### src/rtl/nscs_pkg.sv
// shared types and constants of the start code stripper
package nscs_pkg;

   localparam int DEF_MAX_UNITS   = 32;
   localparam int DEF_PARAM_BYTES = 64;
   localparam int QUEUE_DEPTH     = 4;

   // widest store index over the parameter range
   localparam int IDX_W  = 8;
   // store banks: staging, sps, pps and one spare
   localparam int BANK_W = 2;

   localparam logic [1:0] BANK_STAGE_INIT = 2'd0;
   localparam logic [1:0] BANK_SPS_INIT   = 2'd1;
   localparam logic [1:0] BANK_PPS_INIT   = 2'd2;

   localparam logic [4:0] TYPE_SPS = 5'd7;
   localparam logic [4:0] TYPE_PPS = 5'd8;

   localparam logic [7:0] CODE_ZERO = 8'h00;
   localparam logic [7:0] CODE_ONE  = 8'h01;
   localparam logic [2:0] LONG_CODE_LEN  = 3'd4;
   localparam logic [2:0] SHORT_CODE_LEN = 3'd3;

   localparam int REQ_TDATA_W = 24;
   localparam int RSP_TDATA_W = 40;

   // result tdata bit positions
   localparam int RSP_BYTE_LSB  = 0;
   localparam int RSP_TYPE_LSB  = 8;
   localparam int RSP_NUM_LSB   = 13;
   localparam int RSP_READY_BIT = 18;
   localparam int RSP_SPS_LSB   = 19;
   localparam int RSP_PPS_LSB   = 26;
   localparam int RSP_LAST_BIT  = 33;

   // one queued command: a store read or a group of up to four results
   typedef struct packed {
      logic             is_read;
      logic             hit;
      logic [1:0]       bank;
      logic [IDX_W-1:0] base;
      logic             wr_en;
      logic [2:0]       count;
      logic             marker;
      logic             unit_end;
      logic [3:0][7:0]  bytes;
      logic [4:0]       unit_type;
      logic [4:0]       unit_number;
      logic             params_ready;
      logic [6:0]       sps_length;
      logic [6:0]       pps_length;
   } cmd_type;

   typedef struct packed {
      logic [7:0] out_byte;
      logic       byte_valid;
      logic       unit_end;
      logic [4:0] unit_type;
      logic [4:0] unit_number;
      logic       params_ready;
      logic [6:0] sps_length;
      logic [6:0] pps_length;
      logic       last;
   } rsp_type;

endpackage

### src/rtl/nscs_ram.sv
// generic simple dual port ram with registered read
module nscs_ram #(
   parameter int WIDTH = 8,
   parameter int DEPTH = 256
) (
   input  logic                     clock,
   input  logic                     wr_en,
   input  logic [$clog2(DEPTH)-1:0] wr_addr,
   input  logic [WIDTH-1:0]         wr_data,
   input  logic                     rd_en,
   input  logic [$clog2(DEPTH)-1:0] rd_addr,
   output logic [WIDTH-1:0]         rd_data
);

   logic [WIDTH-1:0] mem_ff [DEPTH];
   logic [WIDTH-1:0] rd_data_ff;

   always_ff @(posedge clock) begin
      if (wr_en) begin
         mem_ff[wr_addr] <= wr_data;
      end
      if (rd_en) begin
         rd_data_ff <= mem_ff[rd_addr];
      end
   end

   assign rd_data = rd_data_ff;

endmodule

### src/rtl/nscs_fifo.sv
// short command queue between front and back
module nscs_fifo #(
   parameter int WIDTH = 8,
   parameter int DEPTH = 4
) (
   input  logic             clock,
   input  logic             reset,
   input  logic             push,
   input  logic [WIDTH-1:0] din,
   output logic             full,
   input  logic             pop,
   output logic [WIDTH-1:0] dout,
   output logic             empty
);

   localparam int PW = $clog2(DEPTH);
   localparam int CW = $clog2(DEPTH + 1);

   logic [WIDTH-1:0] mem_ff [DEPTH];
   logic [PW-1:0]    wr_ptr_ff, wr_ptr_in;
   logic [PW-1:0]    rd_ptr_ff, rd_ptr_in;
   logic [CW-1:0]    count_ff, count_in;

   always_comb begin
      wr_ptr_in = wr_ptr_ff;
      rd_ptr_in = rd_ptr_ff;
      count_in  = count_ff;
      if (push) begin
         wr_ptr_in = (wr_ptr_ff == PW'(DEPTH - 1)) ? '0 : wr_ptr_ff + 1'b1;
      end
      if (pop) begin
         rd_ptr_in = (rd_ptr_ff == PW'(DEPTH - 1)) ? '0 : rd_ptr_ff + 1'b1;
      end
      if (push && !pop) begin
         count_in = count_ff + 1'b1;
      end else if (pop && !push) begin
         count_in = count_ff - 1'b1;
      end
   end

   always_ff @(posedge clock) begin
      if (reset) begin
         wr_ptr_ff <= '0;
         rd_ptr_ff <= '0;
         count_ff  <= '0;
      end else begin
         wr_ptr_ff <= wr_ptr_in;
         rd_ptr_ff <= rd_ptr_in;
         count_ff  <= count_in;
      end
   end

   always_ff @(posedge clock) begin
      if (push) begin
         mem_ff[wr_ptr_ff] <= din;
      end
   end

   assign dout  = mem_ff[rd_ptr_ff];
   assign full  = (count_ff == CW'(DEPTH));
   assign empty = (count_ff == '0);

endmodule

### src/rtl/nscs_front.sv
// front: start code judgment, unit bookkeeping and parameter set status
module nscs_front import nscs_pkg::*; #(
   parameter int MAX_UNITS   = DEF_MAX_UNITS,
   parameter int PARAM_BYTES = DEF_PARAM_BYTES
) (
   input  logic       clock,
   input  logic       reset,
   input  logic       accept,
   input  logic       req_type,
   input  logic [7:0] data_byte,
   input  logic       unit_first,
   input  logic       unit_final,
   input  logic       frame_first,
   input  logic       read_which,
   input  logic [5:0] read_index,
   output logic       push,
   output cmd_type    cmd
);

   localparam int UC_W  = $clog2(MAX_UNITS + 1);
   localparam int PC_W  = $clog2(PARAM_BYTES + 2);
   localparam int CNT_W = $clog2(PARAM_BYTES + 1);
   localparam int RW    = (CNT_W > 6) ? CNT_W : 6;

   logic [3:0][7:0]  look_ff, look_in;
   logic [1:0]       held_ff, held_in;
   logic             decided_ff, decided_in;
   logic             dropped_ff, dropped_in;
   logic [UC_W-1:0]  counter_ff, counter_in;
   logic [PC_W-1:0]  pcount_ff, pcount_in;
   logic [4:0]       ctype_ff, ctype_in;
   logic             ready_ff, ready_in;
   logic [CNT_W-1:0] sps_cnt_ff, sps_cnt_in;
   logic [CNT_W-1:0] pps_cnt_ff, pps_cnt_in;
   logic [1:0]       stg_bank_ff, stg_bank_in;
   logic [1:0]       sps_bank_ff, sps_bank_in;
   logic [1:0]       pps_bank_ff, pps_bank_in;

   logic             go;
   logic [2:0]       held_n;
   logic [2:0]       skip;
   logic [2:0]       nres;
   logic [3:0][7:0]  view;
   logic [3:0][7:0]  shifted;
   logic [UC_W-1:0]  num;
   logic [RW-1:0]    idx_x;
   logic [RW-1:0]    cnt_x;

   always_comb begin
      look_in     = look_ff;
      held_in     = held_ff;
      decided_in  = decided_ff;
      dropped_in  = dropped_ff;
      counter_in  = counter_ff;
      pcount_in   = pcount_ff;
      ctype_in    = ctype_ff;
      ready_in    = ready_ff;
      sps_cnt_in  = sps_cnt_ff;
      pps_cnt_in  = pps_cnt_ff;
      stg_bank_in = stg_bank_ff;
      sps_bank_in = sps_bank_ff;
      pps_bank_in = pps_bank_ff;
      push        = 1'b0;
      cmd         = '0;
      go          = 1'b0;
      held_n      = '0;
      skip        = '0;
      nres        = '0;
      view        = look_ff;
      shifted     = look_ff;
      num         = '0;
      idx_x       = RW'(read_index);
      cnt_x       = read_which ? RW'(pps_cnt_ff) : RW'(sps_cnt_ff);

      if (accept && req_type) begin
         // store read: status stays as it is
         push             = 1'b1;
         cmd.is_read      = 1'b1;
         cmd.hit          = ready_ff && (idx_x < cnt_x) && (idx_x < RW'(PARAM_BYTES));
         cmd.bank         = read_which ? pps_bank_ff : sps_bank_ff;
         cmd.base         = IDX_W'(read_index);
         cmd.count        = 3'd1;
         cmd.params_ready = ready_ff;
         cmd.sps_length   = 7'(sps_cnt_ff);
         cmd.pps_length   = 7'(pps_cnt_ff);
      end else if (accept) begin
         if (unit_first) begin
            if (frame_first) begin
               counter_in = '0;
            end
            held_in    = '0;
            decided_in = 1'b0;
            ctype_in   = '0;
            pcount_in  = '0;
            if (counter_in >= UC_W'(MAX_UNITS)) begin
               dropped_in = 1'b1;
            end else begin
               dropped_in = 1'b0;
               counter_in = counter_in + 1'b1;
               go         = 1'b1;
            end
         end else begin
            go = !(dropped_ff || (held_ff == '0 && !decided_ff));
         end

         if (go) begin
            num       = counter_in - 1'b1;
            cmd.bank  = stg_bank_ff;
            cmd.count = 3'd1;
            if (decided_in) begin
               // one payload byte after the prefix
               if (pcount_in == '0) begin
                  ctype_in = data_byte[4:0];
               end
               cmd.wr_en    = !ready_ff && (pcount_in < PC_W'(PARAM_BYTES));
               cmd.base     = IDX_W'(pcount_in);
               cmd.bytes[0] = data_byte;
               cmd.unit_end = unit_final;
               if (pcount_in < PC_W'(PARAM_BYTES + 1)) begin
                  pcount_in = pcount_in + 1'b1;
               end
               push = 1'b1;
            end else begin
               look_in[held_in] = data_byte;
               view[held_in]    = data_byte;
               held_n           = {1'b0, held_in} + 3'd1;
               if (held_n == LONG_CODE_LEN || unit_final) begin
                  if (held_n == LONG_CODE_LEN && view[0] == CODE_ZERO &&
                      view[1] == CODE_ZERO && view[2] == CODE_ZERO &&
                      view[3] == CODE_ONE) begin
                     skip = LONG_CODE_LEN;
                  end else if (held_n >= SHORT_CODE_LEN && view[0] == CODE_ZERO &&
                               view[1] == CODE_ZERO && view[2] == CODE_ONE) begin
                     skip = SHORT_CODE_LEN;
                  end
                  shifted = view;
                  if (skip == SHORT_CODE_LEN) begin
                     shifted[0] = view[3];
                  end
                  nres       = held_n - skip;
                  decided_in = 1'b1;
                  held_in    = '0;
                  if (nres != '0) begin
                     ctype_in     = shifted[0][4:0];
                     cmd.wr_en    = !ready_ff;
                     cmd.count    = nres;
                     cmd.bytes    = shifted;
                     cmd.unit_end = unit_final;
                     pcount_in    = PC_W'(nres);
                     push         = 1'b1;
                  end else if (unit_final) begin
                     // empty payload marker
                     cmd.marker   = 1'b1;
                     cmd.unit_end = 1'b1;
                     push         = 1'b1;
                  end
               end else begin
                  held_in = held_n[1:0];
               end
            end

            if (unit_final) begin
               if (!ready_ff && pcount_in != '0 && pcount_in <= PC_W'(PARAM_BYTES)) begin
                  // capture by handing the staging bank over
                  if (ctype_in == TYPE_SPS) begin
                     sps_cnt_in  = CNT_W'(pcount_in);
                     stg_bank_in = sps_bank_ff;
                     sps_bank_in = stg_bank_ff;
                  end else if (ctype_in == TYPE_PPS) begin
                     pps_cnt_in  = CNT_W'(pcount_in);
                     stg_bank_in = pps_bank_ff;
                     pps_bank_in = stg_bank_ff;
                  end
                  ready_in = (sps_cnt_in != '0) && (pps_cnt_in != '0);
               end
               held_in    = '0;
               decided_in = 1'b0;
               dropped_in = 1'b1;
            end

            cmd.unit_type    = cmd.marker ? 5'd0 : ctype_in;
            cmd.unit_number  = 5'(num);
            cmd.params_ready = ready_in;
            cmd.sps_length   = 7'(sps_cnt_in);
            cmd.pps_length   = 7'(pps_cnt_in);
         end
      end
   end

   always_ff @(posedge clock) begin
      if (reset) begin
         held_ff     <= '0;
         decided_ff  <= 1'b0;
         dropped_ff  <= 1'b0;
         counter_ff  <= '0;
         pcount_ff   <= '0;
         ctype_ff    <= '0;
         ready_ff    <= 1'b0;
         sps_cnt_ff  <= '0;
         pps_cnt_ff  <= '0;
         stg_bank_ff <= BANK_STAGE_INIT;
         sps_bank_ff <= BANK_SPS_INIT;
         pps_bank_ff <= BANK_PPS_INIT;
      end else begin
         held_ff     <= held_in;
         decided_ff  <= decided_in;
         dropped_ff  <= dropped_in;
         counter_ff  <= counter_in;
         pcount_ff   <= pcount_in;
         ctype_ff    <= ctype_in;
         ready_ff    <= ready_in;
         sps_cnt_ff  <= sps_cnt_in;
         pps_cnt_ff  <= pps_cnt_in;
         stg_bank_ff <= stg_bank_in;
         sps_bank_ff <= sps_bank_in;
         pps_bank_ff <= pps_bank_in;
      end
   end

   always_ff @(posedge clock) begin
      look_ff <= look_in;
   end

endmodule

### src/rtl/nscs_back.sv
// back: steps through queued commands, owns the parameter set ram
module nscs_back import nscs_pkg::*; #(
   parameter int PARAM_BYTES = DEF_PARAM_BYTES
) (
   input  logic    clock,
   input  logic    reset,
   input  cmd_type head,
   input  logic    head_valid,
   output logic    pop,
   output logic    rsp_valid,
   input  logic    rsp_ready,
   output rsp_type rsp
);

   localparam int IW    = $clog2(PARAM_BYTES);
   localparam int AW    = BANK_W + IW;
   localparam int DEPTH = (2 ** BANK_W) * (2 ** IW);

   logic [1:0]    sub_ff, sub_in;
   logic          valid_ff, valid_in;
   logic          from_ram_ff, from_ram_in;
   rsp_type       res_ff, res_in;
   logic          issue;
   logic          final_res;
   logic          ram_we;
   logic          ram_re;
   logic [AW-1:0] ram_waddr;
   logic [AW-1:0] ram_raddr;
   logic [7:0]    ram_q;

   assign issue     = head_valid && (!valid_ff || rsp_ready);
   assign final_res = (sub_ff == 2'(head.count - 3'd1));
   assign pop       = issue && final_res;

   assign ram_we    = issue && !head.is_read && head.wr_en && !head.marker;
   assign ram_waddr = {head.bank, head.base[IW-1:0] + IW'(sub_ff)};
   assign ram_re    = issue && head.is_read && head.hit;
   assign ram_raddr = {head.bank, head.base[IW-1:0]};

   always_comb begin
      sub_in      = sub_ff;
      valid_in    = valid_ff;
      res_in      = res_ff;
      from_ram_in = from_ram_ff;
      if (rsp_ready) begin
         valid_in = 1'b0;
      end
      if (issue) begin
         sub_in                = final_res ? 2'd0 : sub_ff + 2'd1;
         valid_in              = 1'b1;
         from_ram_in           = head.is_read && head.hit;
         res_in.out_byte       = head.bytes[sub_ff];
         res_in.byte_valid     = head.is_read ? head.hit : !head.marker;
         res_in.unit_end       = head.unit_end && final_res;
         res_in.unit_type      = head.unit_type;
         res_in.unit_number    = head.unit_number;
         res_in.params_ready   = head.params_ready;
         res_in.sps_length     = head.sps_length;
         res_in.pps_length     = head.pps_length;
         res_in.last           = final_res;
      end
   end

   always_ff @(posedge clock) begin
      if (reset) begin
         sub_ff   <= '0;
         valid_ff <= 1'b0;
      end else begin
         sub_ff   <= sub_in;
         valid_ff <= valid_in;
      end
   end

   always_ff @(posedge clock) begin
      res_ff      <= res_in;
      from_ram_ff <= from_ram_in;
   end

   nscs_ram #(
      .WIDTH (8),
      .DEPTH (DEPTH)
   ) u_ram (
      .clock   (clock),
      .wr_en   (ram_we),
      .wr_addr (ram_waddr),
      .wr_data (head.bytes[sub_ff]),
      .rd_en   (ram_re),
      .rd_addr (ram_raddr),
      .rd_data (ram_q)
   );

   always_comb begin
      rsp = res_ff;
      if (from_ram_ff) begin
         rsp.out_byte = ram_q;
      end
   end

   assign rsp_valid = valid_ff;

endmodule

### src/rtl/nal_start_code_stripper.sv
// top level of the annex b start code stripper
// channels
//   req_ stream: one nal unit byte or one parameter set read per request
//   rsp_ stream: zero to four results per stream byte, one per read;
//   the last bit of rsp_tdata marks the final result of a request
//   the first bytes of a unit are held until the start code is judged
//   (fourth byte or final byte), then the payload part is released
// latency and throughput
//   one request per clock is taken while the queue has room; with nothing
//   ahead, a request passes the queue and output register before rsp_tvalid
//   rises; while rsp_tready is high, results leave at one per clock; a judged
//   prefix releases up to four results from a request, walked one per clock by
//   the back end through its single output register and single ram write port
// reset
//   synchronous reset empties the queue and output register and clears the
//   unit index, the capture counts and the ready flag; no clearing pass,
//   store bytes are only read back after they were written
// stall
//   a stalled receiver holds the output register, the queue fills and
//   req_tready drops once four commands wait
module nal_start_code_stripper import nscs_pkg::*; #(
   parameter int MAX_UNITS   = DEF_MAX_UNITS,
   parameter int PARAM_BYTES = DEF_PARAM_BYTES
) (
   input  logic                   clock,
   input  logic                   reset,
   // request stream
   input  logic                   req_tvalid,
   output logic                   req_tready,
   // data_byte[7:0], unit_first[8], frame_first[9], read_which[10],
   // read_index[16:11], zero fill up to bit 23
   input  logic [REQ_TDATA_W-1:0] req_tdata,
   // req_type: 0 stream byte, 1 parameter set read
   input  logic                   req_tuser,
   // unit_final
   input  logic                   req_tlast,
   // result stream
   output logic                   rsp_tvalid,
   input  logic                   rsp_tready,
   // out_byte[7:0], unit_type[12:8], unit_number[17:13], params_ready[18],
   // sps_length[25:19], pps_length[32:26], last[33], zero fill up to bit 39
   output logic [RSP_TDATA_W-1:0] rsp_tdata,
   // byte_valid
   output logic                   rsp_tuser,
   // unit_end
   output logic                   rsp_tlast
);

   localparam int CMD_W = $bits(cmd_type);

   logic             accept;
   logic             push;
   cmd_type          cmd;
   logic             queue_full;
   logic             queue_empty;
   logic             pop;
   logic [CMD_W-1:0] queue_dout;
   cmd_type          head;
   rsp_type          rsp;

   // a request is taken whenever the queue has a free slot
   assign req_tready = !queue_full;
   assign accept     = req_tvalid && req_tready;

   // front end: prefix judgment and all unit and capture bookkeeping
   nscs_front #(
      .MAX_UNITS   (MAX_UNITS),
      .PARAM_BYTES (PARAM_BYTES)
   ) u_front (
      .clock       (clock),
      .reset       (reset),
      .accept      (accept),
      .req_type    (req_tuser),
      .data_byte   (req_tdata[7:0]),
      .unit_first  (req_tdata[8]),
      .unit_final  (req_tlast),
      .frame_first (req_tdata[9]),
      .read_which  (req_tdata[10]),
      .read_index  (req_tdata[16:11]),
      .push        (push),
      .cmd         (cmd)
   );

   // commands wait here so front and back stall independently
   nscs_fifo #(
      .WIDTH (CMD_W),
      .DEPTH (QUEUE_DEPTH)
   ) u_queue (
      .clock (clock),
      .reset (reset),
      .push  (push),
      .din   (cmd),
      .full  (queue_full),
      .pop   (pop),
      .dout  (queue_dout),
      .empty (queue_empty)
   );

   assign head = queue_dout;

   // back end: result sequencing, staging writes and store reads
   nscs_back #(
      .PARAM_BYTES (PARAM_BYTES)
   ) u_back (
      .clock      (clock),
      .reset      (reset),
      .head       (head),
      .head_valid (!queue_empty),
      .pop        (pop),
      .rsp_valid  (rsp_tvalid),
      .rsp_ready  (rsp_tready),
      .rsp        (rsp)
   );

   // pack the result fields onto the stream
   assign rsp_tdata = {6'd0, rsp.last, rsp.pps_length, rsp.sps_length,
                       rsp.params_ready, rsp.unit_number, rsp.unit_type,
                       rsp.out_byte};
   assign rsp_tuser = rsp.byte_valid;
   assign rsp_tlast = rsp.unit_end;

endmodule

### config.mk
export PLATFORM = sky130hd
export DESIGN_NAME = nal_start_code_stripper
export DESIGN_NICKNAME = d
export VERILOG_FILES = /design/src/rtl/nscs_pkg.sv /design/src/rtl/nscs_ram.sv /design/src/rtl/nscs_fifo.sv /design/src/rtl/nscs_front.sv /design/src/rtl/nscs_back.sv /design/src/rtl/nal_start_code_stripper.sv
export SDC_FILE = /design/constraint.sdc
export NUM_CORES = 2
export LEC_CHECK = 0
export BUFFER_PORTS_ARGS = -buffer_cell sky130_fd_sc_hd__buf_4
export CAP_MARGIN = 0
export CORE_MARGIN = 3
export CORE_UTILIZATION = 50
export DETAILED_ROUTE_END_ITERATION = 12
export GPL_TIMING_DRIVEN = 1
export PLACE_DENSITY = 0.72
export SYNTH_ARGS = -nofsm -noshare
export SYNTH_HDL_FRONTEND = slang
export SYNTH_SLANG_ARGS = --single-unit
### constraint.sdc
create_clock -name clock -period 10.85 [get_ports clock]
set_input_delay 2.7125 -clock clock [delete_from_list [all_inputs] [get_ports clock]]
set_output_delay 2.7125 -clock clock [all_outputs]
set_load 0.05 [all_outputs]
**After elaboration in Yosys (flattened, before gate mapping)**

Memories as Yosys holds them, arrays and structs flattened. A register that Yosys moved wholly into a read port is not among the register bits.
Index checks and enable logic that the tools add are counted.

- Bits in registers: 122
- Bits in writable memories: 2348
- Bits in latches: 0
- Input bits: 30
- Memories kept: 2
- Bits in read-only memories: 0
- Output and inout bits: 44

Memories:

| name | words | width | rd ports | clocked after memory_dff | write ports | line | RTL |
|---|---|---|---|---|---|---|---|
| u_back.u_ram.mem_ff | 256 | 8 | 1 | 1 | 1 | nscs_ram.sv:15 | `logic [WIDTH-1:0] mem_ff [DEPTH];` |
| u_queue.mem_ff | 4 | 75 | 1 | 1 | 1 | nscs_fifo.sv:19 | `logic [WIDTH-1:0] mem_ff [DEPTH];` |

- $mul: 0
- Magnitude comparators: 9
- Multiplexer cells: 132
- Bitwise gates (word level): 3
- Equal/unequal tests: 10
- Div/mod/pow operators: 0
- Reductions and logical operators: 59
- $add $sub $neg: 12
- Shift operators: 0

Operator list:

| cell | number |
|---|---|
| $mux 7 | 30 |
| $mux 73 | 2 |
| $mux 5 | 10 |
| $mux 6 | 8 |
| $mux 44 | 1 |
| $mux 8 | 5 |
| $mux 38 | 1 |
| $mux 1 | 36 |
| $mux 2 | 18 |
| $bwmux 32 | 1 |
| $mux 32 | 1 |
| $logic_and 1x1->1 | 27 |
| $mux 3 | 9 |
| $logic_not 8->1 | 3 |
| $mux 24 | 1 |
| $reduce_bool 7->1 | 3 |
| $mux 4 | 5 |
| $bmux 8 s2 | 1 |
| $demux 8 s2 | 1 |
| $eq 8x1->1 const B | 2 |
| $mux 15 | 1 |
| $lt 7x7->1 const B | 2 |
| $reduce_and 6->1 | 2 |
| $logic_not 1->1 | 10 |
| other kinds (34) | 45 |

**Depth between registers and ports, before layout**

- Word-level depth: 44
- Gate-level depth with buffers: 25
- Depth with buffers taken out: 20

**Hierarchy**

Synthesis repeated with hierarchy kept, for this count alone.

- Cells, all modules: 4945
- Area total of the unflattened synthesis: 98378.1 um^2

By module, submodules not included:

| module | instances | cells an instance | seq. area each (um^2) | area an instance (um^2) |
|---|---|---|---|---|
| nscs_ram | 1 | 3733 | 61739.2 | 79636.4 |
| nscs_fifo | 1 | 435 | 9188.8 | 11258.3 |
| nscs_front | 1 | 638 | 1821.7 | 5456.5 |
| nscs_back | 1 | 129 | 1171.1 | 1964.4 |
| nal_start_code_stripper | 1 | 10 | 0.0 | 62.6 |

**Worst setup path after synthesis**

OpenSTA, ideal clock, no wires.

- Path kind: input-to-reg
- Start point: input req_tdata[8]
- End point: memory u_queue.mem_ff[0][0] (netlist name), enable pin
- Stages: 19
- Slack: 1780 ps
- Setup time: 438 ps
- Arrival time: 8632 ps
- Cell sequence: clkbuf_1 > clkbuf_1 > clkbuf_1 > clkbuf_1 > nand2b_1 > ha_1 > buf_6 > mux2i_1 > nand4_1 > nor4_4 > and3_1 > ha_1 > fa_1 > and2_1 > nand4_2 > nand3_1 > a211o_1 > nand2_1 > and2_1

- Word-level cells in the longest chain between the ends: 29

Ends and longest elaborated chain:

| item | line | RTL |
|---|---|---|
| start, declared | nal_start_code_stripper.sv:32 | `input logic [REQ_TDATA_W-1:0] req_tdata,` |
| $mux 2 | nscs_front.sv:87 | `if (unit_first) begin` |
| $mux 2 | nscs_front.sv:86 | `end else if (accept) begin` |
| $mux 2 | nscs_front.sv:75 | `if (accept && req_type) begin` |
| $lt 2x3->1 (implied by the code) / $ge 2x1->1 (equally long branches) | nscs_front.sv:125 | `view[held_in] = data_byte;` |
| $logic_and 1x1->1 (implied by the code) | nscs_front.sv:125 |  |
| $mux 8 (implied by the code) | nscs_front.sv:125 |  |
| $demux 8 s2 | - |  |
| $bwmux 32 | nscs_front.sv:125 |  |
| [... 14 more ...] | - |  |
| $mux 1 | nscs_front.sv:127 | `if (held_n == LONG_CODE_LEN \|\| unit_final) begin` |
| $mux 1 | nscs_front.sv:110 | `if (decided_in) begin` |
| $mux 1 * | nscs_front.sv:106 | `if (go) begin` |
| $mux 1 * | nscs_front.sv:86 |  |
| $mux 1 * | nscs_front.sv:75 |  |
| via push | nal_start_code_stripper.sv:52 | `logic push;` |
| $mux 1 * | nscs_fifo.sv:54 | `if (push) begin` |
| $mux 1 (implied by the code) * | nscs_fifo.sv:55 | `mem_ff[wr_ptr_ff] <= din;` |
| end, declared | nscs_fifo.sv:19 |  |

Mark *: on every way through the listed nets, which the timed path passes. The rest lies on a longest branch. The select of a mux whose other input is x is not followed.

==> flow_summary_export.csv <==
group,metric,value,unit
run_status,status,"complete, no violations",
clock_tree,root_buffer,"clkbuf_16",
pwr,leakagePower,0.03380,uW
pwr,power_frac_seq,0.435,
clock_tree,clock-sinks,2468,
synth,ys_seq_area_frac,0.7515,
critical_path,crit_buf_inv,1,
timing,fin_crit,8.293,ns
clock_tree,numCtsBuffers,233,
floorplanning,num_rows,161,
critical_path,critical_path_class,"input port to flop",
synth,ys_warn_count,0,
clock_tree,clk_pin_slew,0.06,ns
detailed_routing,dr.pass1.iters,9,
clock_tree,clk_latency,0.87,ns
timing,clock_skew,0.03873,ns
placed_design,hpwl,128.7,mm
timing,rsz0062_at_grt,"false",
clock_tree,cts_buffer_depth,3,
pwr,power.share.clock,0.284,
global_route,grt_pass1_wl,328.9,mm
synth,avgSynthCellArea,20.15,um2
pwr,p_total,28670,uW
cells_and_area,area_growth,10.98,%
timing,tightest_slew,1.275,ns
critical_path,crit_top_cell,"ha_1",
synth,syn_area,97880,um2
global_route,grt_max_degree,194,
pwr,p_switching,9001,uW
placed_design,portBuffers,60,
detailed_routing,drtIter0Drc,5763,
synth,ys_types,79,
floorplanning,chipHeight,448.5,um
synth,synth_edf_count,2413,
detailed_routing,drt_wl_total,221.6,mm
critical_path,cpPeakStageDelay,0.60,ns
global_route,grt_usage,0.2220,
timing,setup-tns-final,0,ns
timing,setup-violations-final,0,
critical_path,crit_family,"simple AND/OR/NAND/NOR gates",
critical_path,path_cells,"buf_4 -> nor2b_1 -> ha_1 -> mux2i_1 -> nand4_1 -> nor4_4 -> and3_1 -> ha_1 -> fa_1 -> xor2_1 -> or3_1 -> a21oi_1 -> nor3b_2 -> a2bb2oi_2 -> nor4b_2 -> nand2_1 -> nor3_2 -> o211ai_1",
global_route,grt_pass1_vias,48340,
critical_path,cp.required,11.37,ns
cells_and_area,fillerInstances,14030,
pwr,p_comb_frac,0.281,
floorplanning,io_pins,74,
clock_tree,cts_hold_buf,0,
synth,synth_top_area_frac,0.7403,
floorplanning,die_area,201100,um2
pwr,irDropWorstVdd,249.3,uV
synth,synth_flop_cell,"edfxtp_1",
detailed_routing,routedWlPerCell,28.67,um
global_route,grt_antenna_before_repair,2,
timing,slew_headroom,0.1445,
cells_and_area,nNetsFinal,4971,
synth,yosys.area.top_type,"edfxtp_1",
timing,hold_viol,0,
timing,finalCritPeriodShare,0.7643,
floorplanning,die_x,448.5,um
detailed_routing,vias_per_cell,6.231,
flow_run,drv_cap,0,
synth,syn_inst,4857,
detailed_routing,ant_nets,0,
detailed_routing,route.detailed.drc,0,
critical_path,worst_setup_path_start_kind,"input port",
synth,async_flop_share,0,
synth,netlist_top_cells_area,"edfxtp_1 (74%), mux4_2 (15%), nor2_1 (1.3%)",
clock_tree,cts_tree,"done",
global_route,gr-total-overflow,0,
clock_tree,cts.repair.resized,0,
cells_and_area,drive_above_1_share,0.2340,
floorplanning,core_region_area,193600,um2
timing,fmax,120.6,MHz
detailed_routing,vias,48160,
placed_design,gp_congestion,0.8742,
critical_path,endpoint_kind,"flop",
clock_tree,postCtsSetupBuffers,0,
floorplanning,start_util,0.5056,
pwr,switching_share,0.3139,
critical_path,cpMaxStageDelayCell,"ha_1",
pwr,internal_power,19670,uW
synth,yosys_register_bits,2468,
critical_path,cp.arrival,8.82,ns
hold_path,min_path_type,"flop to flop",
pwr,powerDensity,264.0,nW/um2
clock_tree,h-tree-depth,4,
timing,maxSlewViolCount,0,
critical_path,crit_path_max_fanout,36,
-- worst min-delay path, delay by kind of cell, from the launching register on --
family	cells	cell delay, ns
flip-flops	1	0.33
AND/OR/NAND/NOR	1	0.06
AO/OA/AOI/OAI	1	0.06
-- registers in the layout, summed over array words and instances, names as in the netlist, 6 cells and up, named ones only --
name and cells:
u_back.res_ff 8, u_back.rsp 28, u_back.u_ram.mem_ff 2048, u_back.u_ram.rd_data 8, u_front.counter_ff 6, u_front.look_ff 32
u_front.pcount_ff 7, u_front.pps_cnt_ff 7, u_front.sps_cnt_ff 7, u_queue.mem_ff 288
-- cells in the mapped netlist (4+ instances only) --
cell      number
edfxtp_1    2413
buf_6          4
inv_1         36
nor2_1       347
nor4_1         9
o211ai_1      18
nor3_1        20
o21ai_0       40
nor3b_1        8
nand2b_1      13
xnor2_1        9
nor2b_1       18
or3_1          4
mux2i_1      115
and3_1        16
buf_1         37
a311oi_1      59
ha_1          22
a21oi_1       84
nand3_1       36
clkbuf_1     178
nand2_1      275
buf_2         67
nand4_1        7
xor2_1         7
o21ai_1       15
and2_1        53
a211oi_1      60
a22o_1         9
a21o_1         7
o31a_1         4
o22ai_1        4
or2_2          5
a31oi_1       12
mux4_2       642
buf_4         33
a22oi_1       15
mux2_2        33
dfxtp_1       55
o21a_1         4
-- power groups by stage --
stage	clock, uW	sequential [uW]	combinational, uW
2_1_floorplan	0	12700	5200
3_3_place_gp	0	12600	7950
4_1_cts	8250	12500	8110
6_report	8150	12500	8060
3_5_place_dp	0	12700	8100
5_1_grt	8620	12500	8530
-- placed cells by master (no fill, tap or decap), types with 49 or more instances in the layout --
cell / instances
mux4_2: 630
clkinv_1: 55
a211oi_1: 60
clkbuf_16: 242
edfxtp_1: 2413
and2_1: 49
buf_4: 130
dfxtp_1: 53
a21oi_1: 83
nor2_1: 346
mux2i_1: 115
a311oi_1: 59
nand2_1: 275
clkinv_2: 53
-- area by class of cell --
| type | instances | area, um2 | share of cell area |
|---|---|---|---|
| Clock inverter | 158 | 1461 | 0.01345 |
| Tap cell | 2608 | 3263 | 0.03004 |
| Sequential cell | 2468 | 73570 | 0.6773 |
| Clock buffer | 280 | 6208 | 0.05716 |
| Antenna cell | 2 | 5.005 | 0.00004607 |
| Inverter | 37 | 138.9 | 0.001279 |
| Timing Repair Buffer | 138 | 1136 | 0.01046 |
| Multi-Input combinational cell | 2038 | 22840 | 0.2103 |
-- per-stage QoR --
| step | setup WS (ns) | util | instances | hold WS, ns | cell area [um2] |
|---|---|---|---|---|---|
| floorplan | 1.780 | - | 4862 | 0.4542 | 97900 |
| global route | 2.160 | 0.5611 | 7727 | 0.5344 | 108600 |
| CTS | 2.673 | 0.5611 | 7727 | 0.4988 | 108600 |
| detailed placement | 1.830 | 0.5215 | 7289 | 0.4871 | 100900 |
| global placement | 2.028 | 0.5215 | 7289 | 0.4587 | 100900 |
| finish | 2.557 | 0.5611 | 7729 | 0.4908 | 108600 |
-- cells by family after synthesis --
group / after synthesis / share of synthesized area
adders and majority gates: 25 / 0.003426
buffers and inverters: 356 / 0.01608
DFF: 2468 / 0.7515
AOI/OAI and AO/OA: 364 / 0.02586
other: 1 / 0.00003831
and+or+nand+nor: 834 / 0.03789
muxes: 792 / 0.1636
xor gates and xnor gates: 17 / 0.001598
-- path summary, 6_finish.rpt --
kind                                          from  depth (start not counted)                    end  slack, ns
worst max-delay path                  req_tdata[8]                         18  u_queue.mem_ff[2][10]       2.56
worst min-delay path              u_back.rsp_valid                          2       u_back.rsp_valid       0.49
worst max register to register  u_front.held_ff[1]                         17  u_queue.mem_ff[2][10]       4.33
worst min register to register    u_back.rsp_valid                          2       u_back.rsp_valid       0.49
-- metal layers --
metal | vias up | routed length (um) | part of all wire | global-route usage
li1 | 20010 | - | - | -
met1 | 25370 | 88080 | 0.40 | 0.3164
met2 | 2387 | 107000 | 0.48 | 0.3504
met3 | 389 | 19730 | 0.089 | 0.04532
met4 | 0 | 6794 | 0.031 | 0.06708
met5 | - | 0 | 0 | 0
No activity file was read; power rests on OpenSTA's default activity.
